--- src/design/pmgr_pkg.sv ---
// Shared types, constants and CRC helper for the packet-mode group reassembler.
package pmgr_pkg;

   localparam int FBL_W       = 13;  // frame byte counter width
   localparam int POS_W       = 7;   // byte position inside a packet
   localparam int QUEUE_DEPTH = 4;
   localparam int QUEUE_AW    = 2;
   localparam int QUEUE_CW    = 3;

   localparam logic [15:0] CRC_PRESET   = 16'hFFFF;
   localparam logic [15:0] CRC_POLY     = 16'h1021;
   localparam logic [15:0] CRC_RESIDUE  = 16'h1D0F;
   localparam logic [10:0] RATE_RESET   = 11'd8;

   // register indexes of the configuration port
   localparam logic [0:0] CSR_PACKET_ADDRESS = 1'b0;
   localparam logic [0:0] CSR_BIT_RATE       = 1'b1;

   // first/last flag codes of the packet header
   localparam logic [1:0] FL_MIDDLE = 2'b00;
   localparam logic [1:0] FL_LAST   = 2'b01;
   localparam logic [1:0] FL_FIRST  = 2'b10;
   localparam logic [1:0] FL_SINGLE = 2'b11;

   typedef enum logic [2:0] {
      KIND_PAYLOAD   = 3'd0,
      KIND_CRC_FAIL  = 3'd1,
      KIND_DROPPED   = 3'd2,
      KIND_STARTED   = 3'd3,
      KIND_CONTINUED = 3'd4,
      KIND_COMPLETED = 3'd5,
      KIND_SINGLE    = 3'd6,
      KIND_ABORTED   = 3'd7
   } kind_type;

   typedef enum logic [1:0] {
      EV_PAYLOAD = 2'd0,
      EV_VERDICT = 2'd1,
      EV_ABORT   = 2'd2
   } ev_code_type;

   // one classified event handed from front to back
   typedef struct packed {
      ev_code_type code;
      logic        crc_ok;
      logic [1:0]  flags;
      logic [7:0]  data;
   } evt_type;

   function automatic logic [15:0] crc_feed(input logic [15:0] crc, input logic [7:0] b);
      logic [15:0] c;
      c = crc ^ {b, 8'h00};
      for (int k = 0; k < 8; k++) begin
         if (c[15]) c = {c[14:0], 1'b0} ^ CRC_POLY;
         else c = {c[14:0], 1'b0};
      end
      return c;
   endfunction

   // packet length in bytes from the two-bit length code
   function automatic logic [POS_W-1:0] pkt_len(input logic [1:0] code);
      logic [POS_W-1:0] l;
      case (code)
         2'd0: l = 7'd24;
         2'd1: l = 7'd48;
         2'd2: l = 7'd72;
         2'd3: l = 7'd96;
         default: l = 7'd24;
      endcase
      return l;
   endfunction

endpackage

--- src/design/packet_mode_group_reassembler_top.sv ---
// Top level of the packet-mode data group reassembler.
// Takes one sub-channel frame byte per word on req_ and gives payload bytes and
// per-packet verdicts on rsp_. Throughput is one byte per clock while the queue
// is not full: the front end handles framing, header parse, address and
// continuity check and the CRC-16 update for each byte as it is accepted, then
// hands at most one classified event per byte into a four-word queue. The back
// end tracks the group state and registers the result word; each result passes
// through the queue and then the output register. req_tready falls only while
// the queue is full, i.e. while rsp_ is back-pressured. A frame is 3 * bit rate
// bytes, capped at MAX_FRAME_BYTES, latched at each frame_start; bit-rate writes
// apply from the next frame, the address at once. No clearing pass after reset.
module packet_mode_group_reassembler_top import pmgr_pkg::*; #(
   parameter int MAX_FRAME_BYTES = 5472
) (
   input  logic        clock,
   input  logic        reset,
   // input words
   input  logic        req_tvalid,
   output logic        req_tready,
   input  logic [7:0]  req_tdata,   // [7:0] data_byte
   input  logic [0:0]  req_tuser,   // [0] frame_start
   // result words
   output logic        rsp_tvalid,
   input  logic        rsp_tready,
   output logic [7:0]  rsp_tdata,   // [7:0] value
   output logic [2:0]  rsp_tuser,   // [2:0] kind
   // configuration: 0 packet_address, 1 bit_rate_kbps
   input  logic        csr_wr_en,
   input  logic [0:0]  csr_index,
   input  logic [10:0] csr_wdata
);

   logic    evt_valid, q_full, q_empty, q_pop;
   evt_type evt, q_head;

   // classify each byte; stalls only on a full queue
   pmgr_front #(.MAX_FRAME_BYTES(MAX_FRAME_BYTES)) u_front (
      .clock      (clock),
      .reset      (reset),
      .req_tvalid (req_tvalid),
      .req_tready (req_tready),
      .req_tdata  (req_tdata),
      .req_tuser  (req_tuser),
      .csr_wr_en  (csr_wr_en),
      .csr_index  (csr_index),
      .csr_wdata  (csr_wdata),
      .q_full     (q_full),
      .evt_valid  (evt_valid),
      .evt        (evt)
   );

   pmgr_fifo u_fifo (
      .clock    (clock),
      .reset    (reset),
      .push     (evt_valid),
      .push_evt (evt),
      .pop      (q_pop),
      .empty    (q_empty),
      .full     (q_full),
      .head     (q_head)
   );

   // group state and output register
   pmgr_back u_back (
      .clock      (clock),
      .reset      (reset),
      .q_empty    (q_empty),
      .q_head     (q_head),
      .q_pop      (q_pop),
      .rsp_tvalid (rsp_tvalid),
      .rsp_tready (rsp_tready),
      .rsp_tdata  (rsp_tdata),
      .rsp_tuser  (rsp_tuser)
   );

endmodule

--- src/design/pmgr_front.sv ---
// Front end: framing, header parse, address/continuity filter, CRC, event classification.
module pmgr_front import pmgr_pkg::*; #(
   parameter int MAX_FRAME_BYTES = 5472
) (
   input  logic        clock,
   input  logic        reset,
   input  logic        req_tvalid,
   output logic        req_tready,
   input  logic [7:0]  req_tdata,
   input  logic [0:0]  req_tuser,
   input  logic        csr_wr_en,
   input  logic [0:0]  csr_index,
   input  logic [10:0] csr_wdata,
   input  logic        q_full,
   output logic        evt_valid,
   output evt_type     evt
);

   localparam logic [FBL_W-1:0] MAX_LEN = FBL_W'(MAX_FRAME_BYTES);

   logic [9:0]       addr_ff, addr_in;
   logic [10:0]      rate_ff, rate_in;
   logic [FBL_W-1:0] fbl_ff, fbl_in;
   logic [POS_W-1:0] pos_ff, pos_in;
   logic [POS_W-1:0] plen_ff, plen_in;
   logic [7:0]       hdr0_ff, hdr0_in;
   logic [6:0]       useful_ff, useful_in;
   logic [15:0]      crc_ff, crc_in;
   logic [1:0]       exp_ff, exp_in;
   logic             acc_ff, acc_in;
   logic             aband_ff, aband_in;

   logic [FBL_W-1:0] three_rate, frame_len, fbl_e;
   logic [POS_W-1:0] pos_e, plen_c, plen_cur, room, useful_lim;
   logic             acc_e, aband_e, abort_e, acc_cur, fire, start, active, short_c, last_c;
   logic [15:0]      crc_new;
   logic [7:0]       b;
   logic             ev_valid_c;
   evt_type          evt_c;

   assign b     = req_tdata;
   assign start = req_tuser[0];
   assign req_tready = !q_full;
   assign fire  = req_tvalid && !q_full;

   assign three_rate = {1'b0, rate_ff, 1'b0} + {2'b00, rate_ff};
   assign frame_len  = (three_rate > MAX_LEN) ? MAX_LEN : three_rate;

   // frame_start restarts the framing before the byte is looked at
   assign fbl_e   = start ? frame_len : fbl_ff;
   assign pos_e   = start ? '0 : pos_ff;
   assign acc_e   = start ? 1'b0 : acc_ff;
   assign aband_e = start ? 1'b0 : aband_ff;
   assign abort_e = start && (pos_ff != '0) && acc_ff;

   assign active  = (fbl_e != '0) && !aband_e;
   assign plen_c  = pkt_len(b[7:6]);
   assign short_c = (pos_e == '0) && (fbl_e < {6'd0, plen_c});
   assign plen_cur = (pos_e == '0) ? plen_c : plen_ff;
   assign crc_new = crc_feed((pos_e == '0) ? CRC_PRESET : crc_ff, b);
   assign room       = plen_ff - 7'd5;
   assign useful_lim = (useful_ff > room) ? room : useful_ff;
   assign last_c  = ({1'b0, pos_e} + 8'd1) >= {1'b0, plen_cur};

   always_comb begin
      addr_in   = addr_ff;
      rate_in   = rate_ff;
      fbl_in    = fbl_ff;
      pos_in    = pos_ff;
      plen_in   = plen_ff;
      hdr0_in   = hdr0_ff;
      useful_in = useful_ff;
      crc_in    = crc_ff;
      exp_in    = exp_ff;
      acc_in    = acc_ff;
      aband_in  = aband_ff;
      acc_cur   = acc_e;
      ev_valid_c = 1'b0;
      evt_c      = '{code: EV_PAYLOAD, crc_ok: 1'b0, flags: 2'b00, data: 8'h00};

      if (csr_wr_en) begin
         case (csr_index)
            CSR_PACKET_ADDRESS: addr_in = csr_wdata[9:0];
            CSR_BIT_RATE: rate_in = csr_wdata;
            default: ;
         endcase
      end

      if (pos_e == '0) begin
         acc_cur = 1'b0;
      end else if (pos_e == 7'd1) begin
         if ({hdr0_ff[1:0], b} == addr_ff && hdr0_ff[5:4] == exp_ff) acc_cur = 1'b1;
      end

      if (fire) begin
         fbl_in   = fbl_e;
         pos_in   = pos_e;
         acc_in   = acc_e;
         aband_in = aband_e;
         if (abort_e) begin
            ev_valid_c = 1'b1;
            evt_c.code = EV_ABORT;
         end
         if (active && short_c) begin
            aband_in = 1'b1;
         end else if (active) begin
            if (pos_e == '0) begin
               plen_in = plen_c;
               hdr0_in = b;
            end else if (pos_e == 7'd1) begin
               if ({hdr0_ff[1:0], b} == addr_ff) begin
                  if (hdr0_ff[5:4] != exp_ff) exp_in = 2'd0;
                  else exp_in = exp_ff + 2'd1;
               end
            end else if (pos_e == 7'd2) begin
               useful_in = b[6:0];
            end else if ((({1'b0, pos_e} + 8'd2) < {1'b0, plen_ff}) && acc_e
                         && ((pos_e - 7'd3) < useful_lim)) begin
               ev_valid_c = 1'b1;
               evt_c.code = EV_PAYLOAD;
               evt_c.data = b;
            end
            crc_in = crc_new;
            fbl_in = fbl_e - 13'd1;
            if (last_c) begin
               if (acc_cur) begin
                  ev_valid_c   = 1'b1;
                  evt_c.code   = EV_VERDICT;
                  evt_c.crc_ok = (crc_new == CRC_RESIDUE);
                  evt_c.flags  = hdr0_ff[3:2];
               end
               pos_in = '0;
               acc_in = 1'b0;
            end else begin
               pos_in = pos_e + 7'd1;
               acc_in = acc_cur;
            end
         end
      end
   end

   assign evt_valid = fire && ev_valid_c;
   assign evt       = evt_c;

   always_ff @(posedge clock) begin
      if (reset) begin
         addr_ff   <= '0;
         rate_ff   <= RATE_RESET;
         fbl_ff    <= '0;
         pos_ff    <= '0;
         plen_ff   <= '0;
         hdr0_ff   <= '0;
         useful_ff <= '0;
         crc_ff    <= CRC_PRESET;
         exp_ff    <= '0;
         acc_ff    <= 1'b0;
         aband_ff  <= 1'b0;
      end else begin
         addr_ff   <= addr_in;
         rate_ff   <= rate_in;
         fbl_ff    <= fbl_in;
         pos_ff    <= pos_in;
         plen_ff   <= plen_in;
         hdr0_ff   <= hdr0_in;
         useful_ff <= useful_in;
         crc_ff    <= crc_in;
         exp_ff    <= exp_in;
         acc_ff    <= acc_in;
         aband_ff  <= aband_in;
      end
   end

endmodule

--- src/design/pmgr_fifo.sv ---
// Short event queue between front end and back end.
module pmgr_fifo import pmgr_pkg::*; (
   input  logic    clock,
   input  logic    reset,
   input  logic    push,
   input  evt_type push_evt,
   input  logic    pop,
   output logic    empty,
   output logic    full,
   output evt_type head
);

   evt_type               mem_ff [QUEUE_DEPTH];
   logic [QUEUE_AW-1:0]   wr_ff, wr_in, rd_ff, rd_in;
   logic [QUEUE_CW-1:0]   cnt_ff, cnt_in;

   assign empty = (cnt_ff == '0);
   assign full  = (cnt_ff == QUEUE_CW'(QUEUE_DEPTH));
   assign head  = mem_ff[rd_ff];

   always_comb begin
      wr_in  = push ? wr_ff + QUEUE_AW'(1) : wr_ff;
      rd_in  = pop ? rd_ff + QUEUE_AW'(1) : rd_ff;
      cnt_in = cnt_ff;
      case ({push, pop})
         2'b10: cnt_in = cnt_ff + QUEUE_CW'(1);
         2'b01: cnt_in = cnt_ff - QUEUE_CW'(1);
         default: ;
      endcase
   end

   always_ff @(posedge clock) begin
      if (reset) begin
         wr_ff  <= '0;
         rd_ff  <= '0;
         cnt_ff <= '0;
      end else begin
         wr_ff  <= wr_in;
         rd_ff  <= rd_in;
         cnt_ff <= cnt_in;
      end
   end

   always_ff @(posedge clock) begin
      if (push) mem_ff[wr_ff] <= push_evt;
   end

endmodule

--- src/design/pmgr_back.sv ---
// Back end: group state tracking, verdict kind and the registered result word.
module pmgr_back import pmgr_pkg::*; (
   input  logic       clock,
   input  logic       reset,
   input  logic       q_empty,
   input  evt_type    q_head,
   output logic       q_pop,
   output logic       rsp_tvalid,
   input  logic       rsp_tready,
   output logic [7:0] rsp_tdata,
   output logic [2:0] rsp_tuser
);

   logic       in_group_ff, in_group_in;
   logic       valid_ff, valid_in;
   kind_type   kind_ff, kind_in;
   logic [7:0] value_ff, value_in;

   assign q_pop = !q_empty && (!valid_ff || rsp_tready);

   always_comb begin
      in_group_in = in_group_ff;
      valid_in    = valid_ff && !rsp_tready;
      kind_in     = kind_ff;
      value_in    = value_ff;
      if (q_pop) begin
         valid_in = 1'b1;
         value_in = 8'h00;
         case (q_head.code)
            EV_PAYLOAD: begin
               kind_in  = KIND_PAYLOAD;
               value_in = q_head.data;
            end
            EV_ABORT: begin
               kind_in     = KIND_ABORTED;
               in_group_in = 1'b0;
            end
            EV_VERDICT: begin
               if (!q_head.crc_ok) begin
                  kind_in = KIND_CRC_FAIL;
               end else if (!in_group_ff) begin
                  case (q_head.flags)
                     FL_FIRST: begin
                        kind_in     = KIND_STARTED;
                        in_group_in = 1'b1;
                     end
                     FL_SINGLE: kind_in = KIND_SINGLE;
                     default: kind_in = KIND_DROPPED;
                  endcase
               end else begin
                  case (q_head.flags)
                     FL_MIDDLE: kind_in = KIND_CONTINUED;
                     FL_LAST: begin
                        kind_in     = KIND_COMPLETED;
                        in_group_in = 1'b0;
                     end
                     FL_FIRST: kind_in = KIND_STARTED;
                     default: begin
                        kind_in     = KIND_ABORTED;
                        in_group_in = 1'b0;
                     end
                  endcase
               end
            end
            default: kind_in = KIND_PAYLOAD;
         endcase
      end
   end

   always_ff @(posedge clock) begin
      if (reset) begin
         in_group_ff <= 1'b0;
         valid_ff    <= 1'b0;
      end else begin
         in_group_ff <= in_group_in;
         valid_ff    <= valid_in;
      end
      kind_ff  <= kind_in;
      value_ff <= value_in;
   end

   assign rsp_tvalid = valid_ff;
   assign rsp_tdata  = value_ff;
   assign rsp_tuser  = kind_ff;

endmodule
--- config.mk ---
export PLATFORM = sky130hd
export DESIGN_NAME = packet_mode_group_reassembler_top
export DESIGN_NICKNAME = d
export VERILOG_FILES = /design/src/design/pmgr_pkg.sv /design/src/design/packet_mode_group_reassembler_top.sv /design/src/design/pmgr_front.sv /design/src/design/pmgr_fifo.sv /design/src/design/pmgr_back.sv
export SDC_FILE = /design/constraint.sdc
export NUM_CORES = 1
export LEC_CHECK = 0
export ABC_AREA = 1
export BUFFER_PORTS_ARGS = -buffer_cell sky130_fd_sc_hd__buf_2
export CAP_MARGIN = 30
export CORE_MARGIN = 3
export CORE_UTILIZATION = 50
export DETAILED_ROUTE_END_ITERATION = 12
export GPL_TIMING_DRIVEN = 0
export PLACE_DENSITY_LB_ADDON = 0.05
export SYNTH_ARGS = -nofsm -noshare
export SYNTH_HDL_FRONTEND = slang
export SYNTH_SLANG_ARGS = --single-unit
--- constraint.sdc ---
create_clock -name clock -period 7.4 [get_ports clock]
set_clock_uncertainty 0.05 [all_clocks]
set_input_delay 1.85 -clock clock [delete_from_list [all_inputs] [get_ports clock]]
set_output_delay 1.85 -clock clock [all_outputs]
set_load 0.02 [all_outputs]
* Word level (Yosys, flattened, before mapping)
Memory sizes are Yosys's and may differ from the RTL's. A register that Yosys moved wholly into a read port is not among the register bits.
Index checks and enable logic that the tools add are counted.
** Storage, ports and cells
- Input port bits :: 26
- Word-level logic and storage cells :: 173
- Memory bits (writable) :: 52
- Memories :: 1
- Output and inout port bits :: 13
- Register bits :: 101
** Cells by class
- Equal/unequal tests :: 18
- $add $sub $neg :: 12
- Bitwise operators :: 13
- Order comparisons :: 6
- Reduce and logical (&&, ||, !) cells :: 35
- Multiplexer cells :: 70
** Memories
- u_fifo.mem_ff :: words 4, bits a word 13, rd ports 1, clocked after Yosys merged registers in 1, write ports 1, RTL line pmgr_fifo.sv:13 : evt_type mem_ff [QUEUE_DEPTH];
** Operators with widths (count)
- $mux 13 :: 15
- $mux 7 :: 6
- $mux 8 :: 4
- $pmux 7 s4 :: 1
- $mux 1 :: 26
- $not 3->3 :: 8
- $pmux 3 s2 :: 3
- $eq 16x13->1 const B :: 1
- $mux 16 :: 1
- $mux 2 :: 8
- $xor 16x16->16 :: 1
- $add 12x11->13 :: 1
- $gt 13x13->1 const B :: 1
- $lt 13x7->1 :: 1
- $reduce_bool 13->1 :: 1
- $sub 13x1->13 const B :: 1
- $eq 2x2->1 const B :: 6
- $logic_and 1x1->1 :: 12
- $reduce_and 6->1 :: 2
- $eq 10x10->1 :: 1
- $mux 5 :: 2
- $pmux 3 s3 :: 1
- $add 7x1->8 const B :: 1
- $add 7x2->8 const B :: 1
- 31 further kinds :: 49

* Depth between registers and ports, before layout
- Word-level depth :: 26
- Depth in mapped cells :: 34
- Gate-level depth less buffers :: 34

* Hierarchy
Synthesis repeated with hierarchy kept, for this count alone.
** Second synthesis, totals
- Cells, all modules :: 1296
- Area, all modules :: 9748.1 µm²
** Modules (own cells, without submodules)
- pmgr_front :: sequential area each 1621.6 µm², times used 1, area an instance 6706.4 µm², cells an instance 1045
- pmgr_fifo :: sequential area each 1741.7 µm², times used 1, area an instance 2419.8 µm², cells an instance 184
- pmgr_back :: sequential area each 370.4 µm², times used 1, area an instance 621.8 µm², cells an instance 67

* Worst setup path before layout
No wires, ideal clock.
- Path kind :: input-to-reg
- From :: input req_tuser
- To :: register u_fifo.cnt_ff[2]
- Path buffers :: 4
- Library setup time :: 0.122 ns
- Arrival time :: 5.815 ns
- Required time :: 7.228 ns
- Path slack :: 1.412 ns
- Stages :: 29
- Cells stage by stage :: buf_6 > clkbuf_1 > nor2_1 > inv_1 > ha_1 > nand3_2 > inv_2 > buf_2 > buf_1 > nand2_1 > o21ai_0 > inv_1 > ha_1 > a21oi_1 > o21ai_0 > inv_1 > nand3_1 > inv_1 > o21ai_0 > inv_1 > nand2_1 > nand3_2 > ha_1 > inv_1 > fa_1 > a21oi_1 > o21ai_0 > o21ai_0 > a21oi_1
** Between the ends
- Longest elaborated chain between the ends :: 17
- Elaborated cells on any way between the ends :: 42
- Those cells by class :: add/sub: 3; order compare: 4; eq/ne: 4; mux: 19; reduce/logical: 12
** Ends and longest elaborated chain
- start, declared :: RTL line packet_mode_group_reassembler_top.sv:21 : input logic [0:0] req_tuser,
- $mux 7 :: RTL line pmgr_front.sv:51 : assign pos_e = start ? '0 : pos_ff;
- $add 7x2->8 :: RTL line pmgr_front.sv:117 : end else if ((({1'b0, pos_e} + 8'd2) < {1'b0, plen_ff}) && acc_e
- $lt 8x7->1 :: RTL line pmgr_front.sv:117
- $logic_and 1x1->1 :: RTL line pmgr_front.sv:117
- $logic_and 1x1->1 :: RTL line pmgr_front.sv:118 : && ((pos_e - 7'd3) < useful_lim)) begin
- $mux 1 :: RTL line pmgr_front.sv:117
- $mux 1 :: RTL line pmgr_front.sv:115 : end else if (pos_e == 7'd2) begin
- $mux 1 :: RTL line pmgr_front.sv:110 : end else if (pos_e == 7'd1) begin
- $mux 1 :: RTL line pmgr_front.sv:107 : if (pos_e == '0) begin
- $mux 1 :: RTL line pmgr_front.sv:126 : if (acc_cur) begin
- $mux 1 :: RTL line pmgr_front.sv:125 : if (last_c) begin
- $mux 1 :: RTL line pmgr_front.sv:106 : end else if (active) begin
- $mux 1 * :: RTL line pmgr_front.sv:104 : if (active && short_c) begin
- $mux 1 * :: RTL line pmgr_front.sv:95 : if (fire) begin
- $logic_and 1x1->1 * :: RTL line pmgr_front.sv:142 : assign evt_valid = fire && ev_valid_c;
- $eq 2x1->1 or $eq 2x2->1 (tied branches) :: RTL line pmgr_fifo.sv:25 : case ({push, pop})
- $pmux 3 s2 or $reduce_bool 2->1 (tied branches)
- end signal, assigned :: RTL line pmgr_fifo.sv:40 : cnt_ff <= cnt_in;
- end, declared :: RTL line pmgr_fifo.sv:15 : logic [QUEUE_CW-1:0] cnt_ff, cnt_in;
Mark *: on every way between the ends. The rest lies on a longest branch, timed or not.
A chain may end at the register's enable or synchronous reset.

* Final worst setup path
Ends and elaborated chain as after synthesis.

==> impl_metrics.env <==
export IMPL_syn_cell_area_um2=9850
export IMPL_design_die_area_um2=21400
export IMPL_period_share_pct=92.9
export IMPL_fin_setup_tns_ns=0
export IMPL_cts_inserted_buffers=17
export IMPL_end_kind="register"
export IMPL_final_period_minus_worst_setup_slack_ns=6.88
export IMPL_grt_setup_unrepaired="no"
export IMPL_maximum_vdd_drop_mv=0.178
export IMPL_core_outline_area_um2=19000
export IMPL_cts_resized=0
export IMPL_fill_cells=1865
export IMPL_static_leakage_power_nw=5.15
export IMPL_layout_drive_gt1_share_pct=10.1
export IMPL_worst_path_buf_inv=11
export IMPL_power_switching_w=0.00132
export IMPL_yosys_cell_types_count=56
export IMPL_finish_net_count=1484
export IMPL_synth_area_leader_cell="edfxtp_1"
export IMPL_die_width_um=146
export IMPL_cts_htree_levels=4
export IMPL_grt_max_degree=19
export IMPL_number_of_antenna_violations_at_the_first_check_in_global_routing=1
export IMPL_most_common_library_cell_in_the_layout_ignoring_fill_and_taps="nand2_1"
export IMPL_clock_insertion_delay_worst_skew_ns=0.44
export IMPL_critical_path_arrival_ns=7.15
export IMPL_synth_fp_nets=1424
export IMPL_required_ns=7.67
export IMPL_multi_input_comb_area_um2=5240
export IMPL_wl_per_cell_um=15.2
export IMPL_drt_drc_violations_left=0
export IMPL_cts_post_setup_buffers_inserted=0
export IMPL_timing_max_cap_violations=0
export IMPL_route_antenna_remaining_nets=0
export IMPL_hold_depth=2
export IMPL_number_of_gates_on_the_worst_path_with_buffers_counted=29
export IMPL_timing_setup_critical_path_class="in -> reg"
export IMPL_critical_path_slowest_cell="clkbuf_1"
export IMPL_clockPowerShare_pct=27.0
export IMPL_ys_warnings_count=0
export IMPL_synth_top_flop_cell="dfxtp_1"
export IMPL_fp_row_count=50
export IMPL_synth_area_per_cell_um2=7.36
export IMPL_netSwitchingFraction_pct=41.0
export IMPL_finalMaxSlewViolations=0
export IMPL_start_util_pct=51.8
export IMPL_wl_mm=25.4
export IMPL_grt_pass1_wl_mm=40.8
export IMPL_post_synth_inst_count=1338
export IMPL_overflow=0
export IMPL_setup_viol=0
export IMPL_ioPinCount=39
export IMPL_antenna_diode_count=0
export IMPL_share_seq_of_total_power_pct=34.0
export IMPL_post_synth_main_area_contributors="edfxtp_1 19%, dfxtp_1 19%, nand2_1 12%"
export IMPL_status="finished, final reports clean"
export IMPL_category_of_the_worst_setup_path_launch_point="input pin"
export IMPL_fin_cells=1671
export IMPL_r2r_worst_path_cells=31
export IMPL_die_h_um=146
export IMPL_drt_iter0_markers=656
export IMPL_first_global_vias=7910
export IMPL_area_delta_synth_final_pct=11.7
export IMPL_final_hold_violation_count=0
export IMPL_cpPeakStageDelay_ns=0.46
export IMPL_clk_root_buffer_cell="clkbuf_16"
export IMPL_maxClockFrequency_mhz=145
export IMPL_cts_buffer_depth=2
export IMPL_postSynthRegisterBits=155
export IMPL_timing_critical_path_max_delay_family="buffers and inverters"
export IMPL_tritoncts="yes"
export IMPL_synth_top_area_share_pct=19.2
export IMPL_worst_setup_hold_path_clk_slew_ns=0.07
export IMPL_combinationalPowerShare_pct=39.0
export IMPL_synth_sequential_area_ratio_pct=37.9
export IMPL_detail_route_first_pass_iterations=5
export IMPL_global_route_usage_total_pct=23.7
export IMPL_crit_path_max_fanout=19
export IMPL_number_of_synthesized_flops_with_an_enable_pin=63
export IMPL_critical_path_top_cell_by_count="inv_1"
export IMPL_port_buffers=37
export IMPL_worstHoldPathType="reg -> reg"
export IMPL_seqCellArea_um2=3730
export IMPL_max_slew_margin_pct=40.0
export IMPL_detailed_place_hpwl_mm=19.3
export IMPL_clkSinkCount=155
export IMPL_vias_per_cell=5.17
export IMPL_vias=8644
export IMPL_layout_cells_most_common_list="302 x nand2_1, 197 x nor2_1, 170 x inv_1"
export IMPL_hold_buffers=0
export IMPL_place_inst=1640
export IMPL_power_density_nw_per_um2=293
export IMPL_hold_worst_slack_ns=0.416
export IMPL_gp_congestion=0.964
export IMPL_worst_slew_pin_transition_ns=0.896
export IMPL_p_int_w=0.00191
export IMPL_synth_async_sr_flop_share_pct=0
[worst reg2reg max path, delay by kind of cell (launching register included)]
family                   cells  cell delay (ns)
AO/OA/AOI/OAI                6             0.77
adder cells (fa/ha/maj)      5             1.48
buffers and inverters        5             0.64
flip-flops                   1             0.40
AND/OR/NAND/NOR             15             1.93
[kinds of logic (layout without fill, tap and decap cells)]
group | after synthesis | count (layout) | synth area share [%]
AO/OA/AOI/OAI | 191 | 191 | 11.0
flip-flops | 155 | 155 | 37.9
AND/OR/NAND/NOR | 664 | 664 | 29.7
XOR/XNOR | 49 | 49 | 4.66
buffers and inverters | 219 | 292 | 8.98
adder cells (fa/ha/maj) | 60 | 60 | 7.77
[through the flow]
| stage | total power [W] | instance area, µm² | setup WS (ns) | util [%] |
|---|---|---|---|---|
| floorplan | 0.00204 | 9850 | 1.41 | - |
| global placement | 0.00234 | 10400 | -0.372 | 54.5 |
| detailed placement | 0.00237 | 10400 | -0.247 | 54.8 |
| CTS | 0.00324 | 11000 | 0.175 | 57.9 |
| global route | 0.00346 | 11000 | 0.0646 | 57.9 |
| finish | 0.00323 | 11000 | 0.524 | 57.9 |
[layer usage]
metal	vias to the layer above	global-route usage, %	share of wire [%]
met5	-	0	0.051
met4	2	6.73	1.9
met3	42	3.79	4.1
met2	206	38.5	46
met1	3922	33.1	48
li1	4472	-	-
[area by class of cell]
class                      instances  share of cell area, %
tap                              260                   2.96
clock buffer                      17                   3.87
clock inverter                    15                   1.48
timing repair buffer              42                   2.16
buffer                            38                   1.84
sequential                       155                   33.9
multi-input combinational        964                   47.6
inverter                         180                   6.16
[path summary, 6_finish.rpt]
| path | endpoint | start | slack (ns) |
|---|---|---|---|
| setup reg to reg | u_fifo.cnt_ff[2] | u_front.rate_ff[0] | 1.99 |
| hold reg to reg | u_front.exp_ff[0] | u_front.exp_ff[0] | 0.42 |
| hold / removal | u_front.exp_ff[0] | u_front.exp_ff[0] | 0.42 |
| setup / recovery | u_fifo.cnt_ff[2] | req_tuser | 0.52 |
[cell usage after synthesis (all sizes together), types with 3 or more instances]
cell type,count
clkbuf,24
buf,15
xor2,40
inv,176
o21bai,3
ha,58
nor3,22
nand4,21
a21oi,77
xnor2,9
nor3b,3
nand2,318
dfxtp,92
nand3b,4
edfxtp,63
clkinv,4
o211ai,15
o21ai,79
nand3,80
nor2,208
nor4,4
[sequential cells by signal, indices dropped and copies added (netlist names), 6 cells and up, named ones only]
name               cells
u_back.rsp_tdata       8
u_fifo.mem_ff         52
u_front.addr_ff       10
u_front.crc_ff        16
u_front.fbl_ff        13
u_front.hdr0_ff        6
u_front.plen_ff        7
u_front.pos_ff         7
u_front.rate_ff       11
u_front.useful_ff      7
[power groups by stage]
stage          Sequential, W  Combinational [W]  Clock [W]
3_3_place_gp         0.00112            0.00123          0
2_1_floorplan        0.00115           0.000892          0
5_1_grt              0.00111            0.00143   0.000924
6_report             0.00110            0.00126   0.000873
4_1_cts              0.00110            0.00126   0.000881
3_5_place_dp         0.00112            0.00126          0
Power figures use the tool's default switching activity.
